File: config.mk
export PLATFORM = sky130hd
export DESIGN_NAME = sos_iir_decimator_by_two_unit
export DESIGN_NICKNAME = d
export VERILOG_FILES = /design/src/hw/rtl/sidb_pkg.sv /design/src/hw/rtl/sidb_sequencer.sv /design/src/hw/rtl/sidb_datapath.sv /design/src/hw/rtl/sos_iir_decimator_by_two_unit.sv
export VERILOG_INCLUDE_DIRS = /design/src /design/src/hw/rtl
export SDC_FILE = /design/constraint.sdc
export NUM_CORES = 2
export LEC_CHECK = 0
export ABC_AREA = 1
export BUFFER_PORTS_ARGS = -buffer_cell sky130_fd_sc_hd__buf_4
export CAP_MARGIN = 20
export CORE_MARGIN = 1.5
export CORE_UTILIZATION = 45
export CTS_CLUSTER_SIZE = 20
export DETAILED_ROUTE_END_ITERATION = 6
export HOLD_SLACK_MARGIN = 0.15
export MAX_ROUTING_LAYER = met4
export SLEW_MARGIN = 25
export SYNTH_ARGS = -nofsm -noshare
export SYNTH_HDL_FRONTEND = slang
export SYNTH_HIERARCHICAL = 1
export SYNTH_SLANG_ARGS = --single-unit
File: constraint.sdc
create_clock -name clk -period 28.3 [get_ports clk]
set_input_delay 0 -clock clk [delete_from_list [all_inputs] [get_ports clk]]
set_output_delay 0 -clock clk [all_outputs]
set_load 0.02 [all_outputs]
File: src/hw/rtl/assert_macros.svh
// Assertion macros shared by the decimator RTL
`ifndef ASSERT_MACROS_SVH
`define ASSERT_MACROS_SVH

// Same-cycle implication, checked out of reset
`define SIDB_ASSERT_IMP(label, clk, rst_n, ante, cons) \
	label: assert property (@(posedge clk) disable iff (!(rst_n)) (ante) |-> (cons)) \
		else $error("sidb assertion failed");

// Next-cycle implication, checked out of reset
`define SIDB_ASSERT_NXT(label, clk, rst_n, ante, cons) \
	label: assert property (@(posedge clk) disable iff (!(rst_n)) (ante) |=> (cons)) \
		else $error("sidb assertion failed");

`endif

File: src/hw/rtl/sidb_pkg.sv
// Types, constants, coefficient ROM and microcode ROM of the decimator
package sidb_pkg;

	localparam int SECTIONS_DEF    = 6;
	localparam int DECIMATION_DEF  = 2;
	localparam int SAMPLE_BITS_DEF = 24;

	localparam int STATE_W    = 32;
	localparam int COEF_W     = 32;
	localparam int ACC_W      = 64;
	localparam int COEF_SHIFT = 28;
	localparam int RND_W      = ACC_W - COEF_SHIFT;
	localparam int ROM_ROWS   = 16;
	localparam int ROM_IDX_W  = 4;
	localparam int COEFS      = 5;

	localparam logic [ACC_W-1:0] RND_HALF = ACC_W'(64'd1 << (COEF_SHIFT - 1));
	localparam logic signed [STATE_W-1:0] STATE_MAX = {1'b0, {(STATE_W-1){1'b1}}};
	localparam logic signed [STATE_W-1:0] STATE_MIN = {1'b1, {(STATE_W-1){1'b0}}};

	typedef logic signed [STATE_W-1:0] state_t;
	typedef logic signed [COEF_W-1:0] coef_t;

	// One section's delay line, kept as one memory row
	typedef struct packed {
		state_t in1;
		state_t in2;
		state_t out1;
		state_t out2;
	} row_t;

	// Coefficient order within a ROM row: b0 b1 b2 a1 a2
	localparam coef_t ONE_Q28 = 32'sd268435456;
	localparam coef_t COEF_ROM [ROM_ROWS][COEFS] = '{
		'{32'sd282603, 32'sd525286, 32'sd282603, -32'sd279811988, 32'sd80196279},
		'{ONE_Q28, 32'sd294643141, ONE_Q28, -32'sd250777451, 32'sd114779952},
		'{ONE_Q28, 32'sd113955692, ONE_Q28, -32'sd211626754, 32'sd162324513},
		'{ONE_Q28, 32'sd9828037, ONE_Q28, -32'sd179151060, 32'sd204167253},
		'{ONE_Q28, -32'sd42538726, ONE_Q28, -32'sd159312577, 32'sd235064027},
		'{ONE_Q28, -32'sd64093089, ONE_Q28, -32'sd152292836, 32'sd258068806},
		'{ONE_Q28, 32'sd0, 32'sd0, 32'sd0, 32'sd0},
		'{ONE_Q28, 32'sd0, 32'sd0, 32'sd0, 32'sd0},
		'{ONE_Q28, 32'sd0, 32'sd0, 32'sd0, 32'sd0},
		'{ONE_Q28, 32'sd0, 32'sd0, 32'sd0, 32'sd0},
		'{ONE_Q28, 32'sd0, 32'sd0, 32'sd0, 32'sd0},
		'{ONE_Q28, 32'sd0, 32'sd0, 32'sd0, 32'sd0},
		'{ONE_Q28, 32'sd0, 32'sd0, 32'sd0, 32'sd0},
		'{ONE_Q28, 32'sd0, 32'sd0, 32'sd0, 32'sd0},
		'{ONE_Q28, 32'sd0, 32'sd0, 32'sd0, 32'sd0},
		'{ONE_Q28, 32'sd0, 32'sd0, 32'sd0, 32'sd0}
	};

	typedef enum logic [3:0] {
		ST_IDLE,
		ST_READ,
		ST_MUL0,
		ST_MUL1,
		ST_MUL2,
		ST_MUL3,
		ST_MUL4,
		ST_ACC,
		ST_ROUND,
		ST_WRITE,
		ST_OUT
	} step_t;

	// Multiplier operand, doubles as coefficient column
	typedef enum logic [2:0] {
		OP_X0,
		OP_X1,
		OP_X2,
		OP_Y1,
		OP_Y2
	} mul_sel_t;

	typedef enum logic [1:0] {
		ACC_HOLD,
		ACC_LOAD,
		ACC_ADD,
		ACC_SUB
	} acc_op_t;

	typedef enum logic [1:0] {
		JMP_NEXT,
		JMP_WAIT_IN,
		JMP_LOOP,
		JMP_WAIT_OUT
	} jump_t;

	typedef struct packed {
		logic     rd_en;
		mul_sel_t mul_sel;
		acc_op_t  acc_op;
		logic     rnd_en;
		logic     wb_en;
		logic     out_en;
		jump_t    jump;
		step_t    target;
		step_t    alt;
	} ucode_t;

	// Sequencer to datapath control
	typedef struct packed {
		ucode_t word;
		logic   first_sec;
		logic   last_push;
		logic   capture_out;
		logic   load_in;
	} sidb_ctrl_t;

	localparam ucode_t UCODE_NOP = '{
		rd_en: 1'b0, mul_sel: OP_X0, acc_op: ACC_HOLD, rnd_en: 1'b0, wb_en: 1'b0,
		out_en: 1'b0, jump: JMP_NEXT, target: ST_IDLE, alt: ST_IDLE
	};

	// Microcode ROM: one control word per step
	function automatic ucode_t ucode_rom(step_t s);
		ucode_t w;
		w = UCODE_NOP;
		unique case (s)
			ST_IDLE: begin
				w.jump   = JMP_WAIT_IN;
				w.target = ST_READ;
			end
			ST_READ: begin
				w.rd_en  = 1'b1;
				w.target = ST_MUL0;
			end
			ST_MUL0: begin
				w.mul_sel = OP_X0;
				w.target  = ST_MUL1;
			end
			ST_MUL1: begin
				w.mul_sel = OP_X1;
				w.acc_op  = ACC_LOAD;
				w.target  = ST_MUL2;
			end
			ST_MUL2: begin
				w.mul_sel = OP_X2;
				w.acc_op  = ACC_ADD;
				w.target  = ST_MUL3;
			end
			ST_MUL3: begin
				w.mul_sel = OP_Y1;
				w.acc_op  = ACC_ADD;
				w.target  = ST_MUL4;
			end
			ST_MUL4: begin
				w.mul_sel = OP_Y2;
				w.acc_op  = ACC_SUB;
				w.target  = ST_ACC;
			end
			ST_ACC: begin
				w.acc_op = ACC_SUB;
				w.target = ST_ROUND;
			end
			ST_ROUND: begin
				w.rnd_en = 1'b1;
				w.target = ST_WRITE;
			end
			ST_WRITE: begin
				w.wb_en  = 1'b1;
				w.jump   = JMP_LOOP;
				w.target = ST_READ;
				w.alt    = ST_OUT;
			end
			ST_OUT: begin
				w.out_en = 1'b1;
				w.jump   = JMP_WAIT_OUT;
				w.target = ST_IDLE;
			end
			default: w = UCODE_NOP;
		endcase
		return w;
	endfunction

endpackage

File: src/hw/rtl/sidb_sequencer.sv
// Microcode sequencer: step counter, section and push counters, jumps
`include "assert_macros.svh"

module sidb_sequencer #(
	parameter int SECTIONS   = sidb_pkg::SECTIONS_DEF,
	parameter int DECIMATION = sidb_pkg::DECIMATION_DEF,
	parameter int SEC_W      = 3,
	parameter int PUSH_W     = 1
) (
	input  logic                 clk,
	input  logic                 arst_n,
	input  logic                 in_valid,
	input  logic                 out_free,
	output logic                 idle,
	output logic [SEC_W-1:0]     sec,
	output sidb_pkg::sidb_ctrl_t ctrl
);
	import sidb_pkg::*;

	localparam logic [SEC_W-1:0]  SEC_LAST  = SEC_W'(SECTIONS - 1);
	localparam logic [PUSH_W-1:0] PUSH_LAST = PUSH_W'(DECIMATION - 1);

	step_t             step_q, step_d;
	logic [SEC_W-1:0]  sec_q, sec_d;
	logic [PUSH_W-1:0] push_q, push_d;
	ucode_t            word;
	logic              accept;
	logic              last_push;
	logic              job_done;

	// Fetch the control word for the current step
	assign word      = ucode_rom(step_q);
	assign idle      = (step_q == ST_IDLE);
	assign accept    = idle && in_valid;
	assign last_push = (push_q == PUSH_LAST);
	assign job_done  = (sec_q == '0) && last_push;
	assign sec       = sec_q;

	assign ctrl.word        = word;
	assign ctrl.first_sec   = (sec_q == '0);
	assign ctrl.last_push   = last_push;
	assign ctrl.capture_out = word.wb_en && last_push && (sec_q == SEC_LAST);
	assign ctrl.load_in     = accept;

	// Advance step, section and push counters
	always_comb begin
		step_d = step_q;
		sec_d  = sec_q;
		push_d = push_q;
		unique case (word.jump)
			JMP_NEXT: step_d = word.target;
			JMP_WAIT_IN: begin
				if (accept) begin
					step_d = word.target;
					sec_d  = SEC_LAST;
					push_d = '0;
				end
			end
			JMP_LOOP: begin
				if (job_done) begin
					step_d = word.alt;
				end else if (sec_q != '0) begin
					step_d = word.target;
					sec_d  = sec_q - 1'b1;
				end else begin
					step_d = word.target;
					sec_d  = SEC_LAST;
					push_d = push_q + 1'b1;
				end
			end
			JMP_WAIT_OUT: begin
				if (out_free) begin
					step_d = word.target;
				end
			end
		endcase
	end

	// Hold sequencer state
	always_ff @(posedge clk or negedge arst_n) begin
		if (!arst_n) begin
			step_q <= ST_IDLE;
			sec_q  <= '0;
			push_q <= '0;
		end else begin
			step_q <= step_d;
			sec_q  <= sec_d;
			push_q <= push_d;
		end
	end

	`SIDB_ASSERT_NXT(a_accept_starts, clk, arst_n, accept,
		(step_q == ST_READ) && (sec_q == SEC_LAST) && (push_q == '0))
	`SIDB_ASSERT_NXT(a_done_to_out, clk, arst_n, (step_q == ST_WRITE) && job_done,
		step_q == ST_OUT)
	`SIDB_ASSERT_IMP(a_sec_range, clk, arst_n, 1'b1,
		(sec_q <= SEC_LAST) && (push_q <= PUSH_LAST))

endmodule

File: src/hw/rtl/sidb_datapath.sv
// Datapath: delay-line memory, shared MAC, rounding, saturation, output word
`include "assert_macros.svh"

module sidb_datapath #(
	parameter int SECTIONS    = sidb_pkg::SECTIONS_DEF,
	parameter int SAMPLE_BITS = sidb_pkg::SAMPLE_BITS_DEF,
	parameter int SEC_W       = 3
) (
	input  logic                        clk,
	input  logic                        arst_n,
	input  sidb_pkg::sidb_ctrl_t        ctrl,
	input  logic [SEC_W-1:0]            sec,
	input  logic signed [SAMPLE_BITS-1:0] sample_first,
	input  logic signed [SAMPLE_BITS-1:0] sample_second,
	input  logic                        out_stall,
	output logic                        out_free,
	output logic                        out_valid,
	output logic signed [SAMPLE_BITS-1:0] filtered_sample
);
	import sidb_pkg::*;

	row_t                      mem [SECTIONS];
	logic [SECTIONS-1:0]       valid_q;
	row_t                      rd_a_q;
	logic                      rd_a_vld_q;
	state_t                    rd_b_q;
	logic                      rd_b_vld_q;
	logic [SEC_W-1:0]          addr_b;
	logic signed [SAMPLE_BITS-1:0] first_q, second_q;
	row_t                      row_a;
	state_t                    x0;
	state_t                    opnd;
	coef_t                     coef;
	logic signed [ACC_W-1:0]   prod_s1;
	logic signed [ACC_W-1:0]   acc_q;
	logic [ACC_W-1:0]          rnd_sum;
	logic signed [RND_W-1:0]   rnd_q;
	logic [RND_W-STATE_W:0]    rnd_top;
	state_t                    sat32;
	state_t                    y_q;
	logic [STATE_W-SAMPLE_BITS:0] y_top;
	logic signed [SAMPLE_BITS-1:0] y_sat;
	logic                      out_valid_q;
	logic signed [SAMPLE_BITS-1:0] out_data_q;
	row_t                      new_row;

	// Capture the input word while the sequencer is idle
	always_ff @(posedge clk) begin
		if (ctrl.load_in) begin
			first_q  <= sample_first;
			second_q <= sample_second;
		end
	end

	// Read the section row and the previous section's output
	assign addr_b = (sec == '0) ? '0 : sec - 1'b1;

	always_ff @(posedge clk) begin
		if (ctrl.word.rd_en) begin
			rd_a_q     <= mem[sec];
			rd_a_vld_q <= valid_q[sec];
			rd_b_q     <= mem[addr_b].out1;
			rd_b_vld_q <= valid_q[addr_b];
		end
	end

	// Rows never written read as zero
	assign row_a = rd_a_vld_q ? rd_a_q : '0;

	always_comb begin
		if (ctrl.first_sec) begin
			x0 = ctrl.last_push ? STATE_W'(second_q) : STATE_W'(first_q);
		end else begin
			x0 = rd_b_vld_q ? rd_b_q : '0;
		end
	end

	// Select multiplier operand and coefficient
	always_comb begin
		unique case (ctrl.word.mul_sel)
			OP_X0:   opnd = x0;
			OP_X1:   opnd = row_a.in1;
			OP_X2:   opnd = row_a.in2;
			OP_Y1:   opnd = row_a.out1;
			OP_Y2:   opnd = row_a.out2;
			default: opnd = '0;
		endcase
	end

	assign coef = COEF_ROM[ROM_IDX_W'(sec)][ctrl.word.mul_sel];

	// Multiply, then accumulate the registered product
	always_ff @(posedge clk) begin
		prod_s1 <= coef * opnd;
		unique case (ctrl.word.acc_op)
			ACC_HOLD: acc_q <= acc_q;
			ACC_LOAD: acc_q <= prod_s1;
			ACC_ADD:  acc_q <= acc_q + prod_s1;
			ACC_SUB:  acc_q <= acc_q - prod_s1;
		endcase
	end

	// Round to nearest, ties up, and drop the fraction bits
	assign rnd_sum = acc_q + RND_HALF;

	always_ff @(posedge clk) begin
		if (ctrl.word.rnd_en) begin
			rnd_q <= rnd_sum[ACC_W-1:COEF_SHIFT];
		end
	end

	// Saturate the section result to the state range
	assign rnd_top = rnd_q[RND_W-1:STATE_W-1];
	always_comb begin
		if ((&rnd_top) || !(|rnd_top)) begin
			sat32 = rnd_q[STATE_W-1:0];
		end else begin
			sat32 = rnd_q[RND_W-1] ? STATE_MIN : STATE_MAX;
		end
	end

	// Shift the section's delay line
	assign new_row.in1  = x0;
	assign new_row.in2  = row_a.in1;
	assign new_row.out1 = sat32;
	assign new_row.out2 = row_a.out1;

	always_ff @(posedge clk) begin
		if (ctrl.word.wb_en) begin
			mem[sec] <= new_row;
		end
		if (ctrl.capture_out) begin
			y_q <= sat32;
		end
	end

	always_ff @(posedge clk or negedge arst_n) begin
		if (!arst_n) begin
			valid_q <= '0;
		end else if (ctrl.word.wb_en) begin
			valid_q[sec] <= 1'b1;
		end
	end

	// Saturate the last section's output to the sample width
	assign y_top = y_q[STATE_W-1:SAMPLE_BITS-1];
	always_comb begin
		if ((&y_top) || !(|y_top)) begin
			y_sat = y_q[SAMPLE_BITS-1:0];
		end else begin
			y_sat = y_q[STATE_W-1] ? {1'b1, {(SAMPLE_BITS-1){1'b0}}}
			                       : {1'b0, {(SAMPLE_BITS-1){1'b1}}};
		end
	end

	// Hold the output word until taken
	assign out_free = !out_valid_q || !out_stall;

	always_ff @(posedge clk or negedge arst_n) begin
		if (!arst_n) begin
			out_valid_q <= 1'b0;
		end else if (ctrl.word.out_en && out_free) begin
			out_valid_q <= 1'b1;
		end else if (!out_stall) begin
			out_valid_q <= 1'b0;
		end
	end

	always_ff @(posedge clk) begin
		if (ctrl.word.out_en && out_free) begin
			out_data_q <= y_sat;
		end
	end

	assign out_valid       = out_valid_q;
	assign filtered_sample = out_data_q;

	`SIDB_ASSERT_NXT(a_round_before_write, clk, arst_n, ctrl.word.rnd_en, ctrl.word.wb_en)
	`SIDB_ASSERT_IMP(a_capture_on_write, clk, arst_n, ctrl.capture_out, ctrl.word.wb_en)
	`SIDB_ASSERT_NXT(a_out_hold, clk, arst_n, out_valid_q && out_stall, out_valid_q && $stable(out_data_q))

endmodule

File: src/hw/rtl/sos_iir_decimator_by_two_unit.sv
// Top level of the cascaded biquad decimator
// A single shared multiply-accumulate unit steps through nine microcode steps per section per sample.
// A new input word is taken only between jobs; the next input word is taken while the previous
// output word waits. Reset clears all filter delay state and the output.
module sos_iir_decimator_by_two_unit #(
	parameter int SECTIONS    = sidb_pkg::SECTIONS_DEF,
	parameter int DECIMATION  = sidb_pkg::DECIMATION_DEF,
	parameter int SAMPLE_BITS = sidb_pkg::SAMPLE_BITS_DEF
) (
	input  logic                          clk,
	input  logic                          arst_n,
	input  logic                          in_valid,
	output logic                          in_stall,
	input  logic signed [SAMPLE_BITS-1:0] sample_first,
	input  logic signed [SAMPLE_BITS-1:0] sample_second,
	output logic                          out_valid,
	input  logic                          out_stall,
	output logic signed [SAMPLE_BITS-1:0] filtered_sample
);
	import sidb_pkg::*;

	localparam int SEC_W  = (SECTIONS > 1) ? $clog2(SECTIONS) : 1;
	localparam int PUSH_W = (DECIMATION > 1) ? $clog2(DECIMATION) : 1;

	sidb_ctrl_t       ctrl;
	logic [SEC_W-1:0] sec;
	logic             idle;
	logic             out_free;

	// Take a new word only between jobs
	assign in_stall = !idle;

	sidb_sequencer #(
		.SECTIONS  (SECTIONS),
		.DECIMATION(DECIMATION),
		.SEC_W     (SEC_W),
		.PUSH_W    (PUSH_W)
	) u_seq (
		.clk     (clk),
		.arst_n  (arst_n),
		.in_valid(in_valid),
		.out_free(out_free),
		.idle    (idle),
		.sec     (sec),
		.ctrl    (ctrl)
	);

	sidb_datapath #(
		.SECTIONS   (SECTIONS),
		.SAMPLE_BITS(SAMPLE_BITS),
		.SEC_W      (SEC_W)
	) u_dp (
		.clk            (clk),
		.arst_n         (arst_n),
		.ctrl           (ctrl),
		.sec            (sec),
		.sample_first   (sample_first),
		.sample_second  (sample_second),
		.out_stall      (out_stall),
		.out_free       (out_free),
		.out_valid      (out_valid),
		.filtered_sample(filtered_sample)
	);

endmodule
==> summary.md <==
| Metric | Value |
|---|---|
| Clock Skew | 0.0491 ns |
| Gate Count Post-Synth | slightly below 10000 |
| H-tree levels | 4 |
| Vias per inst | ~5.6 |
| P&R area growth vs syn | 9.47% |
| Root Buffer | clkbuf_16 |
| Drt pass-1 iters | 6 |
| Setup crit end kind | register |
| CTS sink cnt | between 1000 and 1500 |
| Final Setup Violations | 0 |
| Final wirelength | about 320 mm |
| Die ar. | approximately 210000 sq um |
| Filler cell count | between 15000 and 20000 |
| Post-route ant nets | 0 |
| Ratio of cells with drive above 1 in the final layout | 5.54% |
| Yosys warns | 6 |
| Mean post-synth cell area | 9.35 sq um |
| CP startpoint kind | register |
| I/O pin cnt | 78 |
| Core Util, Final | 49.7% |
| Initial drt markers | around 7500 |
| Syn nets | ~11000 |
| Synth Cell Area | between 90000 and 100000 sq um |
| F_max | around 89 MHz |
| I/O Buffers | between 70 and 80 |
| Core Rows | 165 |
| Final Cell Area | a little over 100000 sq um |
| CTS-repair resized insts | 0 |
| Setup TNS | 0 ns |
| Slew margin rel. | between 10% and 20% |
| Slew of the pin with the lowest slew margin | around 1.2 ns |
| DR WL/cell | ~26 um |
| Critical path class | reg -> reg |
| Die W | 456 um |
| Global-route wire length before repair | between 400 and 500 mm |
| HP Class | in -> reg |
| Leading cell type in the layout, fill and taps excluded | nand2_1 |
| Clock-pin slew on the worst setup and hold paths | roughly 0.06 ns |
| Register Area | ~36000 sq um |
| Hpwl dp | around 230 mm |
| CP Data Arrival Time | 11.91 ns |
| Vias in the first global route | just over 70000 |
| Initial core utilization | between 40% and 50% |
| Worst skew pair latency | around 0.8 ns |
| Remaining global-route overflow | 0 |
| Clock Path Buffers | 3 |
| CP max-delay cell | buf_4 |
| Commonest cells after routing, fill and taps aside | nand2_1 (2095), inv_1 (1876), edfxtp_1 (1134) |
| Largest net degree at the start of global routing | roughly 130 |
| TritonCTS clock tree | built |
| RSZ-0062 raised after global routing | false |
| Max cap viols | 0 |
| CP Data Required Time | 28.93 ns |
| Gp weighted congestion | around 0.98 |
| Final Hold Vio Count | 0 |
| Die H | around 460 um |
| Area occupied by multi-input gates | around 48000 sq um |
| Status | finished, final reports clean |
| CP peak stage delay | between 0.7 and 0.8 ns |
| Worst-path fanout max | 48 |
| Nets@finish | between 10000 and 15000 |
| Total track usage | between 30% and 40% |
| Slew Viols, Final | 0 |
| Tcrit/Tclk final | around two fifths |
| Routed via count | 71000 |
| Core Box Area | ~200000 sq um |
| Placed Area | around 96000 sq um |
| Critical Path Most Common Cell | fa_1 |
| DRC errors left | 0 |
| CTS Buf Count | roughly 130 |
| Min Tclk post-route | 11.28 ns |
| Antenna violations before repair | 8 |
==> repair_timing <==
item                      CTS  global route
hold buffers              102             1
hold endpoints to repair  124            15
setup buffers               0             0
==> through the flow <==
| step | hold slack (ns) | cells | setup slack [ns] |
|---|---|---|---|
| floorplan | -0.296 | 9861 | 15.91 |
| global placement | -0.103 | 12300 | 17.03 |
| detailed placement | -0.101 | 12400 | 17.09 |
| CTS | 0.213 | 12700 | 17.04 |
| global route | 0.279 | 12700 | 16.62 |
| finish | 0.279 | 12700 | 17.02 |
==> routing by layer <==
metal	wire [um]	global-route usage (%)	vias to the layer above	share of wire [%]
met5	0	-	-	0
met4	16700	14.6	0	5.1
met3	25700	4.56	646	7.9
met2	154000	52.0	3494	47
met1	128000	40.9	35600	39
li1	-	-	31300	-
==> worst max-delay path, delay by kind of cell, from the launching register on <==
family	cells	cell delay (ns)
compound gates	4	1.00
xor+xnor	1	0.51
fa+ha+maj	10	4.92
buf+inv	11	2.76
flops	1	0.63
simple gates	7	1.22
==> path summary, 6_finish.rpt <==
path	slack (ns)	startpoint	cells past startpoint	to
max in group asynchronous	27.52	arst_n	4	u_seq/sec[2]
setup / recovery	17.02	u_seq/sec[1]	33	u_dp/prod_s1[29]
hold / removal	0.28	out_stall	3	u_dp/filtered_sample[6]
setup reg to reg	17.02	u_seq/sec[1]	33	u_dp/prod_s1[29]
hold reg to reg	0.49	u_dp/valid_q[3]	2	u_dp/valid_q[3]
min in group asynchronous	0.38	arst_n	4	u_dp/valid_q[0]
==> registers in the layout, summed over array words and instances (netlist names) <==
register and flops:
u_dp/first_q 24, u_dp/out_valid 1, u_dp/second_q 24, u_dp/rd_a_vld_q 1
u_seq/step_q 4, u_dp/rd_a_q 128, u_dp/valid_q 6, u_seq/last_push 1
u_dp/rd_b_q 32, u_dp/rnd_q 36, u_dp/filtered_sample 24, u_dp/prod_s1 64
u_dp/mem 768, u_dp/y_q 32, u_dp/acc_q 64, u_seq/sec 3
u_dp/rd_b_vld_q 1
==> area by class of cell <==
| cell class | count | area share (%) |
|---|---|---|
| Inverter | 1929 | 7.20 |
| Timing Repair Buffer | 317 | 2.70 |
| Clock buffer | 171 | 3.51 |
| Tap cell | 2672 | 3.31 |
| Antenna cell | 5 | 0.0124 |
| Multi-Input combinational cell | 6324 | 47.1 |
| Sequential cell | 1213 | 35.4 |
| Clock inverter | 62 | 0.728 |
Power is left out: the tool's default activity adds up to more than one toggle a clock period on the data nets, which glitch-free logic cannot reach.
